===== config.mk =====
export PLATFORM = sky130hd
export DESIGN_NAME = vector2_normalize_core
export DESIGN_NICKNAME = d
export VERILOG_FILES = /design/src/rtl/vnc_pkg.sv /design/src/rtl/vector2_normalize_core.sv /design/src/rtl/vnc_sqrt_cell.sv /design/src/rtl/vnc_div_cell.sv
export SDC_FILE = /design/constraint.sdc
export NUM_CORES = 2
export LEC_CHECK = 0
export BUFFER_PORTS_ARGS = -buffer_cell sky130_fd_sc_hd__clkbuf_2
export CAP_MARGIN = 20
export CORE_ASPECT_RATIO = 0.9
export CORE_MARGIN = 10
export CORE_UTILIZATION = 45
export CTS_CLUSTER_SIZE = 8
export DETAILED_ROUTE_END_ITERATION = 8
export PLACE_DENSITY_LB_ADDON = 0.12
export SLEW_MARGIN = 20
export SYNTH_ARGS = -nofsm -noshare
export SYNTH_HDL_FRONTEND = slang
export SYNTH_SLANG_ARGS = --single-unit

===== constraint.sdc =====
create_clock -name clk_i -period 14.2 [get_ports clk_i]
set_input_delay 0 -clock clk_i [delete_from_list [all_inputs] [get_ports clk_i]]
set_output_delay 0 -clock clk_i [all_outputs]
set_load 0.01 [all_outputs]

===== src/rtl/vnc_pkg.sv =====
// shared widths, item types and register indexes of the vector normalize core
// no dependencies
`default_nettype none
package vnc_pkg;
  localparam int COMPONENT_BITS = 16;
  localparam int FRACTION_BITS  = 14;
  localparam int UNIT_BITS      = FRACTION_BITS + 2;
  localparam int SQ_BITS        = 2 * COMPONENT_BITS;
  localparam int REM_BITS       = COMPONENT_BITS + 2;
  localparam int DREM_BITS      = COMPONENT_BITS + 1;
  localparam int Q_BITS         = FRACTION_BITS + 1;
  localparam int CFG_IDX_BITS   = 2;
  localparam int CFG_DATA_BITS  = 16;

  localparam logic [CFG_IDX_BITS-1:0] CFG_ZERO_THRESHOLD = CFG_IDX_BITS'(0);
  localparam logic [CFG_IDX_BITS-1:0] CFG_INTEGER_MODE   = CFG_IDX_BITS'(1);

  typedef struct packed {
    logic signed [COMPONENT_BITS-1:0] vec_x;
    logic signed [COMPONENT_BITS-1:0] vec_y;
  } in_t;

  typedef struct packed {
    logic        [COMPONENT_BITS-1:0] magnitude;
    logic signed [UNIT_BITS-1:0]      unit_x;
    logic signed [UNIT_BITS-1:0]      unit_y;
    logic                             was_zero;
  } out_t;

  typedef struct packed {
    logic [COMPONENT_BITS-1:0] ax;
    logic [COMPONENT_BITS-1:0] ay;
    logic                      nx;
    logic                      ny;
    logic [SQ_BITS-1:0]        n;
    logic [REM_BITS-1:0]       rem;
    logic [COMPONENT_BITS-1:0] root;
  } sqrt_t;

  typedef struct packed {
    logic [COMPONENT_BITS-1:0] root;
    logic [DREM_BITS-1:0]      rx;
    logic [DREM_BITS-1:0]      ry;
    logic [Q_BITS-1:0]         qx;
    logic [Q_BITS-1:0]         qy;
    logic                      ovx;
    logic                      ovy;
    logic                      nx;
    logic                      ny;
    logic                      zx;
    logic                      zy;
  } div_t;
endpackage
`default_nettype wire


===== src/rtl/vector2_normalize_core.sv =====
// top level of the vector normalize core: front stages, cell chains, output
// depends on vnc_pkg, vnc_sqrt_cell, vnc_div_cell
`default_nettype none
// Normalizes a signed 2D vector: magnitude = floor(sqrt(x*x+y*y)) of the raw
// codes and unit components x/magnitude, y/magnitude in Q1.14, saturated to
// one, or truncated to -1/0/1 in integer mode. One item enters per cycle while
// in_stall_o is low and passes three front stages (absolute value,
// squares, sum), one square root cell per magnitude bit (16), a setup stage,
// one divider cell per quotient bit (15) and the output register. Stages
// with no item fill up while the output is stalled, so items keep entering
// until the chain is full. Configuration writes are always ready and take
// effect for items delivered after the write.
module vector2_normalize_core (
  input  wire                                 clk_i,
  input  wire                                 rst_ni,
  input  wire                                 in_valid_i,
  output logic                                in_stall_o,
  input  vnc_pkg::in_t                        in_data_i,
  output logic                                out_valid_o,
  input  wire                                 out_stall_i,
  output vnc_pkg::out_t                       out_data_o,
  input  wire                                 cfg_valid_i,
  output logic                                cfg_ready_o,
  input  wire [vnc_pkg::CFG_IDX_BITS-1:0]     cfg_index_i,
  input  wire [vnc_pkg::CFG_DATA_BITS-1:0]    cfg_data_i
);
  import vnc_pkg::*;

  logic [COMPONENT_BITS-1:0] thr_q;
  logic                      imode_q;

  assign cfg_ready_o = 1'b1;

  always_ff @(posedge clk_i or negedge rst_ni) begin
    if (!rst_ni) begin
      thr_q   <= '0;
      imode_q <= 1'b0;
    end else if (cfg_valid_i) begin
      if (cfg_index_i == CFG_ZERO_THRESHOLD) begin
        thr_q <= cfg_data_i[COMPONENT_BITS-1:0];
      end
      if (cfg_index_i == CFG_INTEGER_MODE) begin
        imode_q <= cfg_data_i[0];
      end
    end
  end

  // front stages
  logic v0_q, v1_q, v2_q, en0, en1, en2;
  logic [COMPONENT_BITS-1:0] ax0_q, ay0_q, ax1_q, ay1_q;
  logic nx0_q, ny0_q, nx1_q, ny1_q;
  logic [SQ_BITS-1:0] sqx1_q, sqy1_q;
  sqrt_t s2_q;

  logic [COMPONENT_BITS:0] sq_en;
  logic [COMPONENT_BITS:0] sq_v;
  sqrt_t                   sq_d [COMPONENT_BITS+1];

  assign en2 = !v2_q || sq_en[0];
  assign en1 = !v1_q || en2;
  assign en0 = !v0_q || en1;
  assign in_stall_o = !en0;

  always_ff @(posedge clk_i or negedge rst_ni) begin
    if (!rst_ni) begin
      v0_q <= 1'b0;
      v1_q <= 1'b0;
      v2_q <= 1'b0;
    end else begin
      if (en0) v0_q <= in_valid_i;
      if (en1) v1_q <= v0_q;
      if (en2) v2_q <= v1_q;
    end
  end

  always_ff @(posedge clk_i) begin
    if (en0) begin
      nx0_q <= in_data_i.vec_x[COMPONENT_BITS-1];
      ny0_q <= in_data_i.vec_y[COMPONENT_BITS-1];
      ax0_q <= in_data_i.vec_x[COMPONENT_BITS-1] ? -in_data_i.vec_x : in_data_i.vec_x;
      ay0_q <= in_data_i.vec_y[COMPONENT_BITS-1] ? -in_data_i.vec_y : in_data_i.vec_y;
    end
    if (en1) begin
      ax1_q  <= ax0_q;
      ay1_q  <= ay0_q;
      nx1_q  <= nx0_q;
      ny1_q  <= ny0_q;
      sqx1_q <= SQ_BITS'(ax0_q) * SQ_BITS'(ax0_q);
      sqy1_q <= SQ_BITS'(ay0_q) * SQ_BITS'(ay0_q);
    end
    if (en2) begin
      s2_q.ax   <= ax1_q;
      s2_q.ay   <= ay1_q;
      s2_q.nx   <= nx1_q;
      s2_q.ny   <= ny1_q;
      s2_q.n    <= sqx1_q + sqy1_q;
      s2_q.rem  <= '0;
      s2_q.root <= '0;
    end
  end

  assign sq_v[0] = v2_q;
  assign sq_d[0] = s2_q;

  logic  v3_q, en3;
  div_t  s3_q;

  for (genvar i = 0; i < COMPONENT_BITS; i++) begin : g_sqrt
    logic en_next;
    if (i == COMPONENT_BITS - 1) begin : g_last
      assign en_next = en3;
    end else begin : g_mid
      assign en_next = sq_en[i+1];
    end
    vnc_sqrt_cell u_cell (
      .clk_i (clk_i),
      .rst_ni(rst_ni),
      .v_i   (sq_v[i]),
      .d_i   (sq_d[i]),
      .en_i  (en_next),
      .en_o  (sq_en[i]),
      .v_o   (sq_v[i+1]),
      .d_o   (sq_d[i+1])
    );
  end
  assign sq_en[COMPONENT_BITS] = en3;

  // divider setup
  logic [Q_BITS:0] dv_en;
  logic [Q_BITS:0] dv_v;
  div_t            dv_d [Q_BITS+1];
  logic [DREM_BITS-1:0] root2;
  sqrt_t sl;

  assign sl    = sq_d[COMPONENT_BITS];
  assign root2 = {sl.root, 1'b0};
  assign en3   = !v3_q || dv_en[0];

  always_ff @(posedge clk_i or negedge rst_ni) begin
    if (!rst_ni) begin
      v3_q <= 1'b0;
    end else if (en3) begin
      v3_q <= sq_v[COMPONENT_BITS];
    end
  end

  always_ff @(posedge clk_i) begin
    if (en3) begin
      s3_q.root <= sl.root;
      s3_q.rx   <= {1'b0, sl.ax};
      s3_q.ry   <= {1'b0, sl.ay};
      s3_q.qx   <= '0;
      s3_q.qy   <= '0;
      s3_q.ovx  <= {1'b0, sl.ax} >= root2;
      s3_q.ovy  <= {1'b0, sl.ay} >= root2;
      s3_q.nx   <= sl.nx;
      s3_q.ny   <= sl.ny;
      s3_q.zx   <= sl.ax == '0;
      s3_q.zy   <= sl.ay == '0;
    end
  end

  assign dv_v[0] = v3_q;
  assign dv_d[0] = s3_q;

  logic out_v_q, en4;
  out_t out_q;

  for (genvar k = 0; k < Q_BITS; k++) begin : g_div
    logic en_next;
    if (k == Q_BITS - 1) begin : g_last
      assign en_next = en4;
    end else begin : g_mid
      assign en_next = dv_en[k+1];
    end
    vnc_div_cell u_cell (
      .clk_i (clk_i),
      .rst_ni(rst_ni),
      .v_i   (dv_v[k]),
      .d_i   (dv_d[k]),
      .en_i  (en_next),
      .en_o  (dv_en[k]),
      .v_o   (dv_v[k+1]),
      .d_o   (dv_d[k+1])
    );
  end
  assign dv_en[Q_BITS] = en4;

  // output stage
  localparam logic [Q_BITS-1:0] UNIT_ONE = Q_BITS'(1) << FRACTION_BITS;
  div_t                dl;
  logic [Q_BITS-1:0]   mx, my;
  logic [UNIT_BITS-1:0] ux, uy, one_u;
  logic                zero;
  out_t                out_d;

  assign dl    = dv_d[Q_BITS];
  assign en4   = !out_v_q || !out_stall_i;
  assign one_u = UNIT_BITS'(1);

  always_comb begin
    mx   = (dl.ovx || dl.qx > UNIT_ONE) ? UNIT_ONE : dl.qx;
    my   = (dl.ovy || dl.qy > UNIT_ONE) ? UNIT_ONE : dl.qy;
    zero = dl.root <= thr_q;
    if (imode_q) begin
      ux = dl.zy ? (dl.nx ? -one_u : one_u) : '0;
      uy = dl.zx ? (dl.ny ? -one_u : one_u) : '0;
    end else begin
      ux = dl.nx ? -UNIT_BITS'(mx) : UNIT_BITS'(mx);
      uy = dl.ny ? -UNIT_BITS'(my) : UNIT_BITS'(my);
    end
    out_d.magnitude = dl.root;
    out_d.unit_x    = zero ? '0 : ux;
    out_d.unit_y    = zero ? '0 : uy;
    out_d.was_zero  = zero;
  end

  always_ff @(posedge clk_i or negedge rst_ni) begin
    if (!rst_ni) begin
      out_v_q <= 1'b0;
    end else if (en4) begin
      out_v_q <= dv_v[Q_BITS];
    end
  end

  always_ff @(posedge clk_i) begin
    if (en4) begin
      out_q <= out_d;
    end
  end

  assign out_valid_o = out_v_q;
  assign out_data_o  = out_q;
endmodule
`default_nettype wire


===== src/rtl/vnc_sqrt_cell.sv =====
// one result bit of the pipelined integer square root
// depends on vnc_pkg
`default_nettype none
module vnc_sqrt_cell (
  input  wire                 clk_i,
  input  wire                 rst_ni,
  input  wire                 v_i,
  input  vnc_pkg::sqrt_t      d_i,
  input  wire                 en_i,
  output logic                en_o,
  output logic                v_o,
  output vnc_pkg::sqrt_t      d_o
);
  import vnc_pkg::*;

  logic              v_q;
  sqrt_t             d_q, d_d;
  logic [REM_BITS:0] rem2, trial, diff;
  logic              take;

  assign en_o = !v_q || en_i;

  always_comb begin
    rem2  = {d_i.rem[REM_BITS-2:0], d_i.n[SQ_BITS-1 -: 2]};
    trial = {1'b0, d_i.root, 2'b01};
    diff  = rem2 - trial;
    take  = rem2 >= trial;
    d_d   = d_i;
    d_d.n = {d_i.n[SQ_BITS-3:0], 2'b00};
    d_d.rem  = take ? diff[REM_BITS-1:0] : rem2[REM_BITS-1:0];
    d_d.root = {d_i.root[COMPONENT_BITS-2:0], take};
  end

  always_ff @(posedge clk_i or negedge rst_ni) begin
    if (!rst_ni) begin
      v_q <= 1'b0;
    end else if (en_o) begin
      v_q <= v_i;
    end
  end

  always_ff @(posedge clk_i) begin
    if (en_o) begin
      d_q <= d_d;
    end
  end

  assign v_o = v_q;
  assign d_o = d_q;
endmodule
`default_nettype wire


===== src/rtl/vnc_div_cell.sv =====
// one quotient bit of both restoring dividers
// depends on vnc_pkg
`default_nettype none
module vnc_div_cell (
  input  wire                 clk_i,
  input  wire                 rst_ni,
  input  wire                 v_i,
  input  vnc_pkg::div_t       d_i,
  input  wire                 en_i,
  output logic                en_o,
  output logic                v_o,
  output vnc_pkg::div_t       d_o
);
  import vnc_pkg::*;

  logic                 v_q;
  div_t                 d_q, d_d;
  logic [DREM_BITS-1:0] dv, sx, sy;
  logic                 tx, ty;

  assign en_o = !v_q || en_i;

  always_comb begin
    dv   = {1'b0, d_i.root};
    tx   = d_i.rx >= dv;
    ty   = d_i.ry >= dv;
    sx   = tx ? d_i.rx - dv : d_i.rx;
    sy   = ty ? d_i.ry - dv : d_i.ry;
    d_d    = d_i;
    d_d.rx = {sx[DREM_BITS-2:0], 1'b0};
    d_d.ry = {sy[DREM_BITS-2:0], 1'b0};
    d_d.qx = {d_i.qx[Q_BITS-2:0], tx};
    d_d.qy = {d_i.qy[Q_BITS-2:0], ty};
  end

  always_ff @(posedge clk_i or negedge rst_ni) begin
    if (!rst_ni) begin
      v_q <= 1'b0;
    end else if (en_o) begin
      v_q <= v_i;
    end
  end

  always_ff @(posedge clk_i) begin
    if (en_o) begin
      d_q <= d_d;
    end
  end

  assign v_o = v_q;
  assign d_o = d_q;
endmodule
`default_nettype wire


==> run metrics <==
status complete, no violations; final hold viol count 0; initial antenna violation count 6; vias per inst 5.34; layout cells sized above 1 9.75%; final core utilization 51.1%; Worst-Margin Slew 1.05 ns; die area 311000 sq um; kind of critical path reg -> reg; Mapped Area 130000 sq um; metal2 WL 128000 um; Pleak 62.2 nW; largest net degree at the start of global routing 79; core area 288000 sq um; Cells after Synth 9884; number of synthesized register bits 2525; metal3 WL 13900 um; area leader, netlist edfxtp_1; WL final 291000 um; Synth area leaders edfxtp_1 57%, ha_1 8.7%, fa_1 5.5%; sequential area share after synthesis 58.1%; critical path peak fanout 15; TritonCTS sink count 2525; post_cts resized 0; Top delay family on crit path adder cells; HPWL reported at the end of detailed placement 215000 um; CP arrival 8.26 ns; Clock power frac 21.1%; met1 wire length 141000 um; Die H 530 um; Die X 587 um; # IOs 107; CP Cell Sequence inv_1, nor2_1, fa_1, inv_1, fa_1, fa_1, inv_1, fa_1, inv_1, fa_1, inv_1, fa_1, ha_1, nor3_1, o21ai_0, a31o_2, a31oi_1, o21ai_0, a2111oi_0, o21bai_1, a21oi_1, xnor2_1; Root Buffer clkbuf_16; final instance area 147000 sq um; Slew headroom 29.8%; uppermost layer routed met4; total CTS buffers 359; I/O Buffers 105; Post-synth EDFFs 2472; cell area after placement 135000 sq um; final std cells w/o fill 14428; syn_area_per_cell 13.1 sq um; post-synth cell types 80; Min-Delay Path Class in -> reg; GP Congestion 0.878; Final Skew 0.0895 ns; Net Sw Frac 37.4%; H-Tree Depth 5; Initial Util 45.1%; fin crit share 53.8%; worst hold margin 0.0918 ns; Setup TNS 0 ns; Buf/Inv on CP 5; Syn-to-layout area delta 13.3%; first-pass GRT wire length 454000 um; max cap viols 0; ANT nets after route 0; Bufs on Longest Clock Path 4; f_max 131 MHz; VDD IR max 394 uV; DR WL/cell 20.2 um; CP Launch Type register; Final setup viols 0; TritonCTS clock tree yes; num rows 187; Warnings, synthesis 0; via count 77081; post-synth top area share 57.1%; total track usage 18.3%; Flop pwr share 35.4%; Clock transition at path regs 0.06 ns; PD cells 249 nW/um^2; max-slew violations 0; DP Cell Count 13754; drc violations 0; number of global-route vias before repair 78018; synthesized net count 11203; GRT overflow 0; final worst slack 6.57 ns; first drt pass iteration count 5; Comb power frac 43.5%; CP dominant cell by count fa_1; clk_lat worst skew 0.93 ns; min Tclk post-route 7.63 ns; ys async rst share 2.10%; Crit-path slowest cell edfxtp_1; Post-synth top flop edfxtp_1; Critical Path Max Stage Delay 0.76 ns; design internal power 23.0 mW; initial drt markers 5401; total chip power 36.7 mW; sw power 13.7 mW; fillcell total 24257; Final nets 11728; Required @ worst endpoint 14.83 ns; unrepaired setup endpoints after global routing no; Place WS 6.61 ns; CP Capture Type register
## synth_stat cells, types with 59 or more instances
master    count
inv_1      1039
nand2_1     572
o21a_1      130
edfxtp_1   2472
clkbuf_1    138
and2_1      149
or3_1        94
nand3_1     143
xnor2_1     387
mux2i_1      70
mux2_2      348
nand2b_1     93
a21oi_1     470
a211oi_1     67
o21ai_0     367
nand4_1     123
a21boi_0     59
ha_1        908
o31ai_1      62
nor2_1      528
a21o_1      154
fa_1        356
xor2_1      188
nor2b_1     113
nor4_1       60
nor3_1      157
## final timing paths
kind | start | to | slack, ns | cells after the start
max in group asynchronous | rst_ni | g_sqrt[0].u_cell.v_o$_DFFE_PN0P_ | 13.64 | 4
worst max-delay path | ay0_q[4]$_DFFE_PP_ | sqy1_q[29]$_DFFE_PP_ | 6.57 | 22
min in group asynchronous | rst_ni | v3_q$_DFFE_PN0P_ | 0.20 | 4
worst min register to register | g_sqrt[1].u_cell.d_o[52]$_DFFE_PP_ | g_sqrt[2].u_cell.d_o[54]$_DFFE_PP_ | 0.36 | 0
worst min-delay path | in_valid_i | v0_q$_DFFE_PN0P_ | 0.09 | 3
worst max register to register | ay0_q[4]$_DFFE_PP_ | sqy1_q[29]$_DFFE_PP_ | 6.57 | 22
## sequential cells by signal, summed over array words and instances, names as in the netlist, 30 cells and up
name,count
dv_d,54
g_div.u_cell.d_o,1018
sqx1_q,30
out_data_o,49
s2_q,66
sqy1_q,30
g_sqrt.u_cell.d_o,1157
## kinds of logic (layout without fill, tap and decap cells)
group	Yosys count	after routing	synth area share [%]
compound gates	1633	1633	7.99
other cells	2	4	0.00578
xor+xnor	575	575	3.87
mux	418	418	3.55
fa+ha+maj	1264	1264	14.2
buf+inv	1193	1861	3.46
simple gates	2274	2274	8.75
flops	2525	2525	58.1
## power by group through the flow
stage / clock network [mW] / logic [mW] / registers [mW]
finish: 7.73 / 16.0 / 13.0
global route: 8.30 / 17.9 / 13.2
floorplan: 0 / 11.5 / 12.3
CTS: 7.98 / 16.1 / 13.0
global placement: 0 / 15.7 / 13.1
detailed placement: 0 / 15.9 / 13.1
## worst register-to-register path, cell delays in order (launching register included)
cell	delay (ns)
edfxtp_1	0.76
inv_1	0.33
nor2_1	0.37
fa_1	0.48
inv_1	0.09
fa_1	0.42
fa_1	0.52
inv_1	0.05
fa_1	0.48
inv_1	0.06
fa_1	0.53
inv_1	0.05
fa_1	0.48
ha_1	0.27
nor3_1	0.19
o21ai_0	0.13
a31o_2	0.24
a31oi_1	0.51
o21ai_0	0.38
a2111oi_0	0.62
o21bai_1	0.16
a21oi_1	0.20
xnor2_1	0.08
## layer usage
layer,vias to the layer above,global-route usage [%]
met5,-,0
met4,0,5.03
met3,480,2.57
met2,1890,28.4
met1,37767,27.1
li1,36944,-
## what timing repair did
item	CTS	global route
setup buffers	0	0
endpoints found under the hold margin	135	0
hold buffers	166	0
## layout make-up
type / count / area, sq um / share of cell area, %
Tap cell: 3874 / 4850 / 3.29
Clock inverter: 35 / 661 / 0.449
Multi-Input combinational cell: 6166 / 50100 / 34.1
Timing Repair Buffer: 317 / 2590 / 1.76
Clock buffer: 469 / 9500 / 6.45
Inverter: 1040 / 3910 / 2.65
Sequential cell: 2525 / 75600 / 51.3
Antenna cell: 2 / 5.00 / 0.00340
## layout by cell type (no fill, tap or decap), types with 154 or more instances in the layout
master,count
mux2_2,348
o21ai_0,367
nor3_1,157
xnor2_1,387
a21oi_1,469
edfxtp_1,2472
xor2_1,188
nand2_1,558
clkbuf_16,363
inv_1,1027
ha_1,908
dlygate4sd3_1,165
nor2_1,527
fa_1,356
a21o_1,154
Power figures use the tool's default switching activity.
